$ cat src/hdl/adrt_pkg.sv
// ----------------------------------------------------------------------------
// adrt_pkg
// Types and constants shared by the audio drift resample rate trim block.
// ----------------------------------------------------------------------------
package adrt_pkg;

    localparam int RATE_W   = 18;
    localparam int TOL_W    = 20;
    localparam int PREP_W   = 20;
    localparam int DUR_W    = 32;
    localparam int DRIFT_W  = 32;
    localparam int TOL3_W   = TOL_W + 2;
    localparam int DATA_W   = 32;
    localparam int ADDR_W   = 4;

    localparam logic [RATE_W-1:0]  RATE_STEP     = RATE_W'(2);
    localparam logic [RATE_W-1:0]  RST_NOMINAL   = RATE_W'(48000);
    localparam logic [TOL_W-1:0]   RST_TOLERANCE = TOL_W'(40000);
    localparam logic [PREP_W-1:0]  RST_PREPARE   = PREP_W'(40000);

    // Register indexes, taken from paddr[3:2].
    localparam logic [1:0] REG_NOMINAL_RATE = 2'd0;
    localparam logic [1:0] REG_PTS_TOL      = 2'd1;
    localparam logic [1:0] REG_MIN_PREPARE  = 2'd2;
    localparam logic [1:0] REG_RESAMPLER    = 2'd3;

    typedef enum logic [1:0] {
        DIR_NONE = 2'd0,
        DIR_UP   = 2'd1,
        DIR_DOWN = 2'd2
    } dir_t;

    typedef struct packed {
        logic [RATE_W-1:0] nominal_rate;
        logic [TOL_W-1:0]  pts_tolerance;
        logic [PREP_W-1:0] min_prepare;
        logic              resampler_present;
    } cfg_t;

    typedef struct packed {
        dir_t                       direction;
        logic [RATE_W-1:0]          current_rate;
        logic signed [DRIFT_W-1:0]  start_drift;
    } trim_state_t;

    typedef struct packed {
        logic action;
        logic clear_queue;
        logic break_continuity;
    } flags_t;

endpackage

$ cat src/hdl/adrt_decide.sv
// ----------------------------------------------------------------------------
// adrt_decide
// Combinational decision for one audio buffer: queue checks, retiming and
// the next resampler trim state.
// ----------------------------------------------------------------------------
module adrt_decide #(
    parameter int TIME_BITS = 48
) (
    input  adrt_pkg::cfg_t              cfg,
    input  adrt_pkg::trim_state_t       st,
    input  logic [TIME_BITS-1:0]        now_time,
    input  logic [TIME_BITS-1:0]        buffer_start,
    input  logic [adrt_pkg::DUR_W-1:0]  buffer_duration,
    input  logic [TIME_BITS-1:0]        expected_start,
    output adrt_pkg::trim_state_t       st_next,
    output adrt_pkg::flags_t            flags,
    output logic [TIME_BITS-1:0]        push_start,
    output logic [TIME_BITS-1:0]        push_end
);

    localparam int TW = TIME_BITS;
    localparam int SW = TIME_BITS + 1;

    logic [adrt_pkg::TOL3_W-1:0]       tol3;
    logic [TW-1:0]                     expv;
    logic [SW-1:0]                     now_prep;
    logic [TW-1:0]                     now_prep_sat;
    logic [TW-1:0]                     bsv;
    logic [TW-1:0]                     sd;
    logic [TW-1:0]                     cur_mag;
    logic [SW-1:0]                     exp_tol3;
    logic [SW-1:0]                     bs_tol3;
    logic [SW-1:0]                     sd_tol;
    logic [SW-1:0]                     bs_tol;
    logic [SW-1:0]                     end_sum;
    logic [adrt_pkg::DRIFT_W-1:0]      st_mag;
    logic [adrt_pkg::DRIFT_W-1:0]      half_mag;
    logic [adrt_pkg::DRIFT_W+1:0]      st_mag3;
    logic [adrt_pkg::DRIFT_W:0]        wide_thr;
    adrt_pkg::dir_t                    dir;
    logic [adrt_pkg::RATE_W-1:0]       rate;
    logic signed [adrt_pkg::DRIFT_W-1:0] drift;
    logic                              drp;
    logic                              clr;
    logic                              brk;

    // Three tolerances, as a shift and add.
    assign tol3 = (adrt_pkg::TOL3_W'(cfg.pts_tolerance) << 1)
                + adrt_pkg::TOL3_W'(cfg.pts_tolerance);

    always_comb
    begin
        dir      = st.direction;
        rate     = st.current_rate;
        drift    = st.start_drift;
        drp      = 1'b0;
        clr      = 1'b0;
        brk      = 1'b0;
        expv     = expected_start;
        sd       = '0;
        cur_mag  = '0;
        sd_tol   = '0;
        bs_tol   = '0;
        st_mag   = '0;
        half_mag = '0;
        st_mag3  = '0;
        wide_thr = '0;
        end_sum  = '0;
        push_start = '0;
        push_end   = '0;

        // A queue start that already lies in the past is stale.
        if (expv != '0 && expv < now_time)
        begin
            clr = 1'b1;
            dir = adrt_pkg::DIR_NONE;
            if (cfg.resampler_present)
            begin
                rate = cfg.nominal_rate;
                brk  = 1'b1;
            end
            expv = '0;
        end

        now_prep     = {1'b0, now_time} + SW'(cfg.min_prepare);
        now_prep_sat = now_prep[TW] ? '1 : now_prep[TW-1:0];
        bsv          = (buffer_start < now_time) ? now_prep_sat : buffer_start;
        exp_tol3     = {1'b0, expv} + SW'(tol3);
        bs_tol3      = {1'b0, bsv} + SW'(tol3);

        if ({1'b0, bsv} < now_prep)
        begin
            drp = 1'b1;
            dir = adrt_pkg::DIR_NONE;
            if (cfg.resampler_present)
            begin
                rate = cfg.nominal_rate;
                brk  = 1'b1;
            end
        end
        else if (expv != '0 && exp_tol3 < {1'b0, bsv})
        begin
            clr = 1'b1;
            dir = adrt_pkg::DIR_NONE;
            if (cfg.resampler_present)
            begin
                rate = cfg.nominal_rate;
                brk  = 1'b1;
            end
            expv = '0;
        end
        else if (expv != '0 && bs_tol3 < {1'b0, expv})
        begin
            drp = 1'b1;
        end

        if (!drp)
        begin
            sd      = (expv == '0) ? bsv : expv;
            cur_mag = (bsv > sd) ? bsv - sd : sd - bsv;
            sd_tol  = {1'b0, sd} + SW'(cfg.pts_tolerance);
            bs_tol  = {1'b0, bsv} + SW'(cfg.pts_tolerance);

            if (dir == adrt_pkg::DIR_NONE && cfg.resampler_present &&
                (sd_tol < {1'b0, bsv} || bs_tol < {1'b0, sd}))
            begin
                if (bsv > sd)
                begin
                    drift = (cur_mag > TW'(64'h7FFF_FFFF)) ? 32'sh7FFF_FFFF
                                                          : signed'(cur_mag[31:0]);
                    dir   = adrt_pkg::DIR_DOWN;
                end
                else
                begin
                    drift = (cur_mag >= TW'(64'h8000_0000)) ? 32'sh8000_0000
                                                           : -signed'(cur_mag[31:0]);
                    dir   = adrt_pkg::DIR_UP;
                end
            end

            if (dir != adrt_pkg::DIR_NONE)
            begin
                case (dir)
                    adrt_pkg::DIR_UP: rate = rate + adrt_pkg::RATE_STEP;
                    default:          rate = rate - adrt_pkg::RATE_STEP;
                endcase

                st_mag   = drift[adrt_pkg::DRIFT_W-1] ? unsigned'(-drift)
                                                      : unsigned'(drift);
                half_mag = {1'b0, st_mag[adrt_pkg::DRIFT_W-1:1]};
                st_mag3  = {2'b00, st_mag} + {1'b0, st_mag, 1'b0};
                wide_thr = st_mag3[adrt_pkg::DRIFT_W+1:1];

                if (rate == cfg.nominal_rate)
                begin
                    dir = adrt_pkg::DIR_NONE;
                end
                else if ({1'b0, cur_mag} < SW'(half_mag))
                begin
                    case (dir)
                        adrt_pkg::DIR_UP: dir = adrt_pkg::DIR_DOWN;
                        default:          dir = adrt_pkg::DIR_UP;
                    endcase
                    drift = '0;
                end
                else if (drift != '0 && {1'b0, cur_mag} > SW'(wide_thr))
                begin
                    dir  = adrt_pkg::DIR_NONE;
                    rate = cfg.nominal_rate;
                end
            end

            end_sum    = {1'b0, sd} + SW'(buffer_duration);
            push_start = sd;
            push_end   = end_sum[TW] ? '1 : end_sum[TW-1:0];
        end
    end

    assign st_next.direction     = dir;
    assign st_next.current_rate  = rate;
    assign st_next.start_drift   = drift;
    assign flags.action           = drp;
    assign flags.clear_queue      = clr;
    assign flags.break_continuity = brk;

endmodule

$ cat src/hdl/audio_drift_resample_rate_trim_top.sv
// ----------------------------------------------------------------------------
// audio_drift_resample_rate_trim_top
// Per-buffer drift control: retimes audio buffers against the output queue
// and trims the resampler rate in 2 Hz steps toward the timestamp target.
// ----------------------------------------------------------------------------
//  Channel   Handshake            Word
//  in        in_valid / in_stall  now_time, buffer_start, buffer_duration,
//                                 expected_start
//  out       out_valid/ out_stall action, clear_queue, break_continuity,
//                                 push_start, push_end, resample_rate,
//                                 trim_direction
//  config    APB write/read       nominal_rate, pts_tolerance, min_prepare,
//                                 resampler_present
//
//  One word is taken every cycle while in_stall is low; its result is
//  offered from the result register, which follows the input register.
//  The trim state is updated in the single cycle in which a word moves from
//  the input register to the result register, so consecutive words see it.
//  A stalled output holds the result register; in_stall rises only when
//  the output is stalled and both the input and result registers are full.
//  Reset loads the register defaults and clears the trim state.
// ----------------------------------------------------------------------------
module audio_drift_resample_rate_trim_top #(
    parameter int TIME_BITS = 48
) (
    input  logic                           clk,
    input  logic                           rst_n,

    input  logic                           psel,
    input  logic                           penable,
    input  logic                           pwrite,
    input  logic [adrt_pkg::ADDR_W-1:0]    paddr,
    input  logic [adrt_pkg::DATA_W-1:0]    pwdata,
    output logic [adrt_pkg::DATA_W-1:0]    prdata,
    output logic                           pready,

    input  logic                           in_valid,
    output logic                           in_stall,
    input  logic [TIME_BITS-1:0]           now_time,
    input  logic [TIME_BITS-1:0]           buffer_start,
    input  logic [adrt_pkg::DUR_W-1:0]     buffer_duration,
    input  logic [TIME_BITS-1:0]           expected_start,

    output logic                           out_valid,
    input  logic                           out_stall,
    output logic                           action,
    output logic                           clear_queue,
    output logic                           break_continuity,
    output logic [TIME_BITS-1:0]           push_start,
    output logic [TIME_BITS-1:0]           push_end,
    output logic [adrt_pkg::RATE_W-1:0]    resample_rate,
    output logic [1:0]                     trim_direction
);

    adrt_pkg::cfg_t                cfg_reg;
    adrt_pkg::trim_state_t         st_reg;
    adrt_pkg::trim_state_t         st_next;
    adrt_pkg::flags_t              flags_next;
    adrt_pkg::flags_t              flags_reg;

    logic                          in_vld_reg;
    logic [TIME_BITS-1:0]          now_reg;
    logic [TIME_BITS-1:0]          bs_reg;
    logic [adrt_pkg::DUR_W-1:0]    dur_reg;
    logic [TIME_BITS-1:0]          exp_reg;

    logic                          out_vld_reg;
    logic [TIME_BITS-1:0]          ps_reg;
    logic [TIME_BITS-1:0]          pe_reg;
    logic [TIME_BITS-1:0]          ps_next;
    logic [TIME_BITS-1:0]          pe_next;
    logic [adrt_pkg::RATE_W-1:0]   rate_reg;
    adrt_pkg::dir_t                dir_reg;

    logic                          cfg_wr;
    logic                          in_take;
    logic                          advance;
    logic                          out_take;

    assign pready   = 1'b1;
    assign cfg_wr   = psel & penable & pwrite & pready;
    assign out_take = out_vld_reg & ~out_stall;
    assign advance  = in_vld_reg & (~out_vld_reg | ~out_stall);
    assign in_stall = in_vld_reg & ~advance;
    assign in_take  = in_valid & ~in_stall;

    // Configuration registers.
    always_ff @(posedge clk or negedge rst_n)
    begin
        if (!rst_n)
        begin
            cfg_reg.nominal_rate      <= adrt_pkg::RST_NOMINAL;
            cfg_reg.pts_tolerance     <= adrt_pkg::RST_TOLERANCE;
            cfg_reg.min_prepare       <= adrt_pkg::RST_PREPARE;
            cfg_reg.resampler_present <= 1'b1;
        end
        else if (cfg_wr)
        begin
            case (paddr[3:2])
                adrt_pkg::REG_NOMINAL_RATE:
                    cfg_reg.nominal_rate <= pwdata[adrt_pkg::RATE_W-1:0];
                adrt_pkg::REG_PTS_TOL:
                    cfg_reg.pts_tolerance <= pwdata[adrt_pkg::TOL_W-1:0];
                adrt_pkg::REG_MIN_PREPARE:
                    cfg_reg.min_prepare <= pwdata[adrt_pkg::PREP_W-1:0];
                adrt_pkg::REG_RESAMPLER:
                    cfg_reg.resampler_present <= pwdata[0];
                default:
                    cfg_reg <= cfg_reg;
            endcase
        end
    end

    always_comb
    begin
        case (paddr[3:2])
            adrt_pkg::REG_NOMINAL_RATE:
                prdata = adrt_pkg::DATA_W'(cfg_reg.nominal_rate);
            adrt_pkg::REG_PTS_TOL:
                prdata = adrt_pkg::DATA_W'(cfg_reg.pts_tolerance);
            adrt_pkg::REG_MIN_PREPARE:
                prdata = adrt_pkg::DATA_W'(cfg_reg.min_prepare);
            adrt_pkg::REG_RESAMPLER:
                prdata = adrt_pkg::DATA_W'(cfg_reg.resampler_present);
            default:
                prdata = '0;
        endcase
    end

    // Input register.
    always_ff @(posedge clk or negedge rst_n)
    begin
        if (!rst_n)
        begin
            in_vld_reg <= 1'b0;
        end
        else if (in_take)
        begin
            in_vld_reg <= 1'b1;
        end
        else if (advance)
        begin
            in_vld_reg <= 1'b0;
        end
    end

    always_ff @(posedge clk)
    begin
        if (in_take)
        begin
            now_reg <= now_time;
            bs_reg  <= buffer_start;
            dur_reg <= buffer_duration;
            exp_reg <= expected_start;
        end
    end

    adrt_decide #(
        .TIME_BITS (TIME_BITS)
    ) u_decide (
        .cfg             (cfg_reg),
        .st              (st_reg),
        .now_time        (now_reg),
        .buffer_start    (bs_reg),
        .buffer_duration (dur_reg),
        .expected_start  (exp_reg),
        .st_next         (st_next),
        .flags           (flags_next),
        .push_start      (ps_next),
        .push_end        (pe_next)
    );

    // Trim state and result valid.
    always_ff @(posedge clk or negedge rst_n)
    begin
        if (!rst_n)
        begin
            st_reg.direction    <= adrt_pkg::DIR_NONE;
            st_reg.current_rate <= adrt_pkg::RST_NOMINAL;
            st_reg.start_drift  <= '0;
            out_vld_reg         <= 1'b0;
        end
        else
        begin
            if (advance)
            begin
                st_reg      <= st_next;
                out_vld_reg <= 1'b1;
            end
            else if (out_take)
            begin
                out_vld_reg <= 1'b0;
            end
        end
    end

    always_ff @(posedge clk)
    begin
        if (advance)
        begin
            flags_reg <= flags_next;
            ps_reg    <= ps_next;
            pe_reg    <= pe_next;
            rate_reg  <= st_next.current_rate;
            dir_reg   <= st_next.direction;
        end
    end

    assign out_valid        = out_vld_reg;
    assign action           = flags_reg.action;
    assign clear_queue      = flags_reg.clear_queue;
    assign break_continuity = flags_reg.break_continuity;
    assign push_start       = ps_reg;
    assign push_end         = pe_reg;
    assign resample_rate    = rate_reg;
    assign trim_direction   = dir_reg;

endmodule

$ cat config.mk
export PLATFORM = sky130hd
export DESIGN_NAME = audio_drift_resample_rate_trim_top
export DESIGN_NICKNAME = d
export VERILOG_FILES = /design/src/hdl/adrt_pkg.sv /design/src/hdl/adrt_decide.sv /design/src/hdl/audio_drift_resample_rate_trim_top.sv
export SDC_FILE = /design/constraint.sdc
export NUM_CORES = 2
export LEC_CHECK = 0
export BUFFER_PORTS_ARGS = -buffer_cell sky130_fd_sc_hd__buf_2
export CORE_MARGIN = 1.5
export CORE_UTILIZATION = 30
export CTS_CLUSTER_DIAMETER = 100
export DETAILED_ROUTE_END_ITERATION = 10
export PLACE_DENSITY = 0.48
export SYNTH_ARGS = -nofsm -noshare
export SYNTH_HDL_FRONTEND = slang
export SYNTH_SLANG_ARGS = --single-unit
export TNS_END_PERCENT = 50
$ cat constraint.sdc
create_clock -name clk -period 78.2 [get_ports clk]
set_clock_uncertainty 0.05 [all_clocks]
set_input_delay 11.73 -clock clk [delete_from_list [all_inputs] [get_ports clk]]
set_output_delay 11.73 -clock clk [all_outputs]
set_load 0.02 [all_outputs]
==> results_dict.tcl <==
set metrics [dict create \
    synth_area_leaders "edfxtp_1 19%, ha_1 18%, xnor2_1 6.0%" \
    grt_first_pass_wirelength_mm 268.2 \
    setup-tns-final_ns 0 \
    critPathMaxFanout 62 \
    syn_inst 5402 \
    slew-limit-headroom_pct 10.21 \
    firstDrtPassIters 5 \
    synth_area_per_cell_sq_um 8.560 \
    fmax_mhz 33.30 \
    min_period_over_period_pct 38.41 \
    cts_resized 0 \
    power.total_mw 2.615 \
    worst-setup-path-type "reg -> reg" \
    fin_crit_ns 30.03 \
    min-delay-start "st_reg[10]" \
    ys_warn_count 0 \
    power_density_nw_per_um2 49.80 \
    root_buffer "clkbuf_16" \
    multi_input_area_sq_um 32370 \
    synth_top_area_cell "edfxtp_1" \
    yosysSeqAreaShare_pct 25.34 \
    grt_max_degree 71 \
    hold-worst-slack_ns 0.4266 \
    status "completed" \
    ios 373 \
    clkTransAtPathRegs_ns 0.06 \
    endpoint_kind "register" \
    antenna_found_initial 5 \
    irDropWorstVdd_mv 0.03251 \
    cts.path.max_buffers 3 \
    grt_pass1_vias 41630 \
    crit_start "exp_reg[9]" \
    routed_wl_mm 183.2 \
    drive_gt1_share_pct 13.37 \
    place_ws_ns 48.23 \
    io_buffers 345 \
    rows 143 \
    h-tree-depth 2 \
    slowest_delay_ns 1.10 \
    clkLatencyLatePin_ns 0.66 \
    post_cts_buffers 0 \
    grt_util_all_layers_pct 22.55 \
    critPathLaunchType "register" \
    synth_edf_count 295 \
    setup_ws_ns 48.17 \
    drv_cap 0 \
    ant_nets 0 \
    overflow 0 \
    die_area_sq_um 156500 \
    avgRoutedWirePerCell_um 23.37 \
    area_delta_synth_final_pct 13.57 \
    ys_types 125 \
    synthArstFlopShare_pct 27.70 \
    drc 0 \
    syn_area_sq_um 46240 \
    arrival_ns 30.52 \
    final.fill_count 16060 \
    required_ns 78.68 \
    cts_buffers 51 \
    fin_nets 6651 \
    hp-class "reg -> reg" \
    cpMostUsedCell "a21oi_1" \
    hpwl_mm 151.8 \
    initial_core_util_pct 30.33 \
    place_congestion 0.9418 \
    crit_slowest_cell "nor4_1" \
    yosys.area.top_type_share_pct 19.16 \
    ys_ff_latch 408 \
    via_per_inst 5.516 \
    largest_reg_flops 59 \
    setup_viol 0 \
    drt-initial-drc-count 3378 \
    finalMaxSlewViolations 0 \
    rsz0062_at_grt "false" \
    coreArea_sq_um 152400 \
    numClockSinks 408 \
    total_leakage_power_nw 22.94 \
    dieWidth_um 395.6 \
    hold_viol 0 \
    ys.flop_type "edfxtp_1" \
    cts_tree "built" \
    worst_slew_pin_slew_ns 1.335 \
    dieHeight_um 395.6 \
    cts_hold_buf 0 \
    num_vias 43230 \
    reg2reg_from "exp_reg[9]" \
    regArea_sq_um 11720 \
]
Yosys cell counts, drive strengths merged (36+ instances only):
library cell / n
ha: 661
a21oi: 492
nor2: 425
nand2: 404
inv: 384
xnor2: 321
edfxtp: 295
o21ai: 293
a21o: 184
nand4: 129
nand3: 126
nor3: 122
clkbuf: 101
o21bai: 97
dfrtp: 88
mux2i: 88
mux2: 84
xor2: 81
buf: 70
nand2b: 68
a211oi: 61
nor4: 57
a31oi: 55
nor2b: 53
o21a: 49
and3: 39
and2: 38
o211ai: 38
o31ai: 36
layer usage:
| layer | vias up | wire [um] | track usage [%] |
|---|---|---|---|
| li1 | 20720 | - | - |
| met1 | 20940 | 86810 | 32.42 |
| met2 | 1386 | 81780 | 36.03 |
| met3 | 185 | 9356 | 1.780 |
| met4 | 0 | 5213 | 6.151 |
| met5 | - | 0 | 0 |
critical path, delay by kind of cell (launching register included):
kind,cells,cell delay [ns]
multiplexers,2,0.64
AND/OR/NAND/NOR,35,11.09
AO/OA/AOI/OAI,70,12.68
flip-flops,1,0.63
buffers and inverters,8,1.76
adder cells (fa/ha/maj),7,2.29
XOR/XNOR,4,0.65
power breakdown:
group | internal (mW) | total (mW) | switching (mW) | leakage, nW
logic | 0.818 | 2.04 | 1.22 | 17.8
registers | 0.279 | 0.316 | 0.0369 | 4.25
clock network | 0.152 | 0.256 | 0.104 | 0.868
through the flow:
stage,std cells,cell area [sq um],utilization [%]
floorplan,5413,46280,-
global placement,7737,50710,33.27
detailed placement,7737,50710,33.27
CTS,7833,52510,34.44
global route,7833,52510,34.44
finish,7836,52510,34.45
logic make-up (layout without fill, tap and decap cells):
family | Yosys count | in the layout | share of synthesized area [%]
AO/OA/AOI/OAI | 1591 | 1591 | 22.55
AND/OR/NAND/NOR | 1579 | 1579 | 16.70
adder cells (fa/ha/maj) | 687 | 687 | 18.69
buffers and inverters | 559 | 949 | 4.895
flip-flops | 408 | 408 | 25.34
XOR/XNOR | 403 | 403 | 7.793
multiplexers | 173 | 173 | 4.016
other | 2 | 16 | 0.01624
placed cells by master, fill, tap and decap left out, types with 121 or more instances in the layout:
cell type / count
edfxtp_1: 295
buf_2: 344
inv_1: 379
nand2_1: 402
xnor2_1: 315
ha_1: 661
nor2_1: 419
nand3_1: 126
o21ai_0: 258
buf_4: 121
a21oi_1: 485
nand4_1: 128
a21o_1: 183
worst paths after layout:
check | slack, ns | end | depth (start not counted)
worst max-delay path | 48.17 | st_reg[49] | 126
worst min-delay path | 0.43 | st_reg[10] | 2
worst max register to register | 48.17 | st_reg[49] | 126
worst min register to register | 0.43 | st_reg[10] | 2
max in group asynchronous | 65.55 | st_reg[30] | 2
min in group asynchronous | 11.15 | cfg_reg[8] | 1
final cells by class:
| cell class | count | area share (%) |
|---|---|---|
| multi-input cells | 4446 | 61.63 |
| flip-flops and latches | 408 | 22.31 |
| repair buffers | 465 | 5.008 |
| well taps | 2030 | 4.837 |
| inverters | 388 | 2.773 |
| clock buffers | 57 | 2.492 |
| clock inverters | 39 | 0.9292 |
| diodes | 3 | 0.01430 |
No activity file was read; power rests on OpenSTA's default activity.
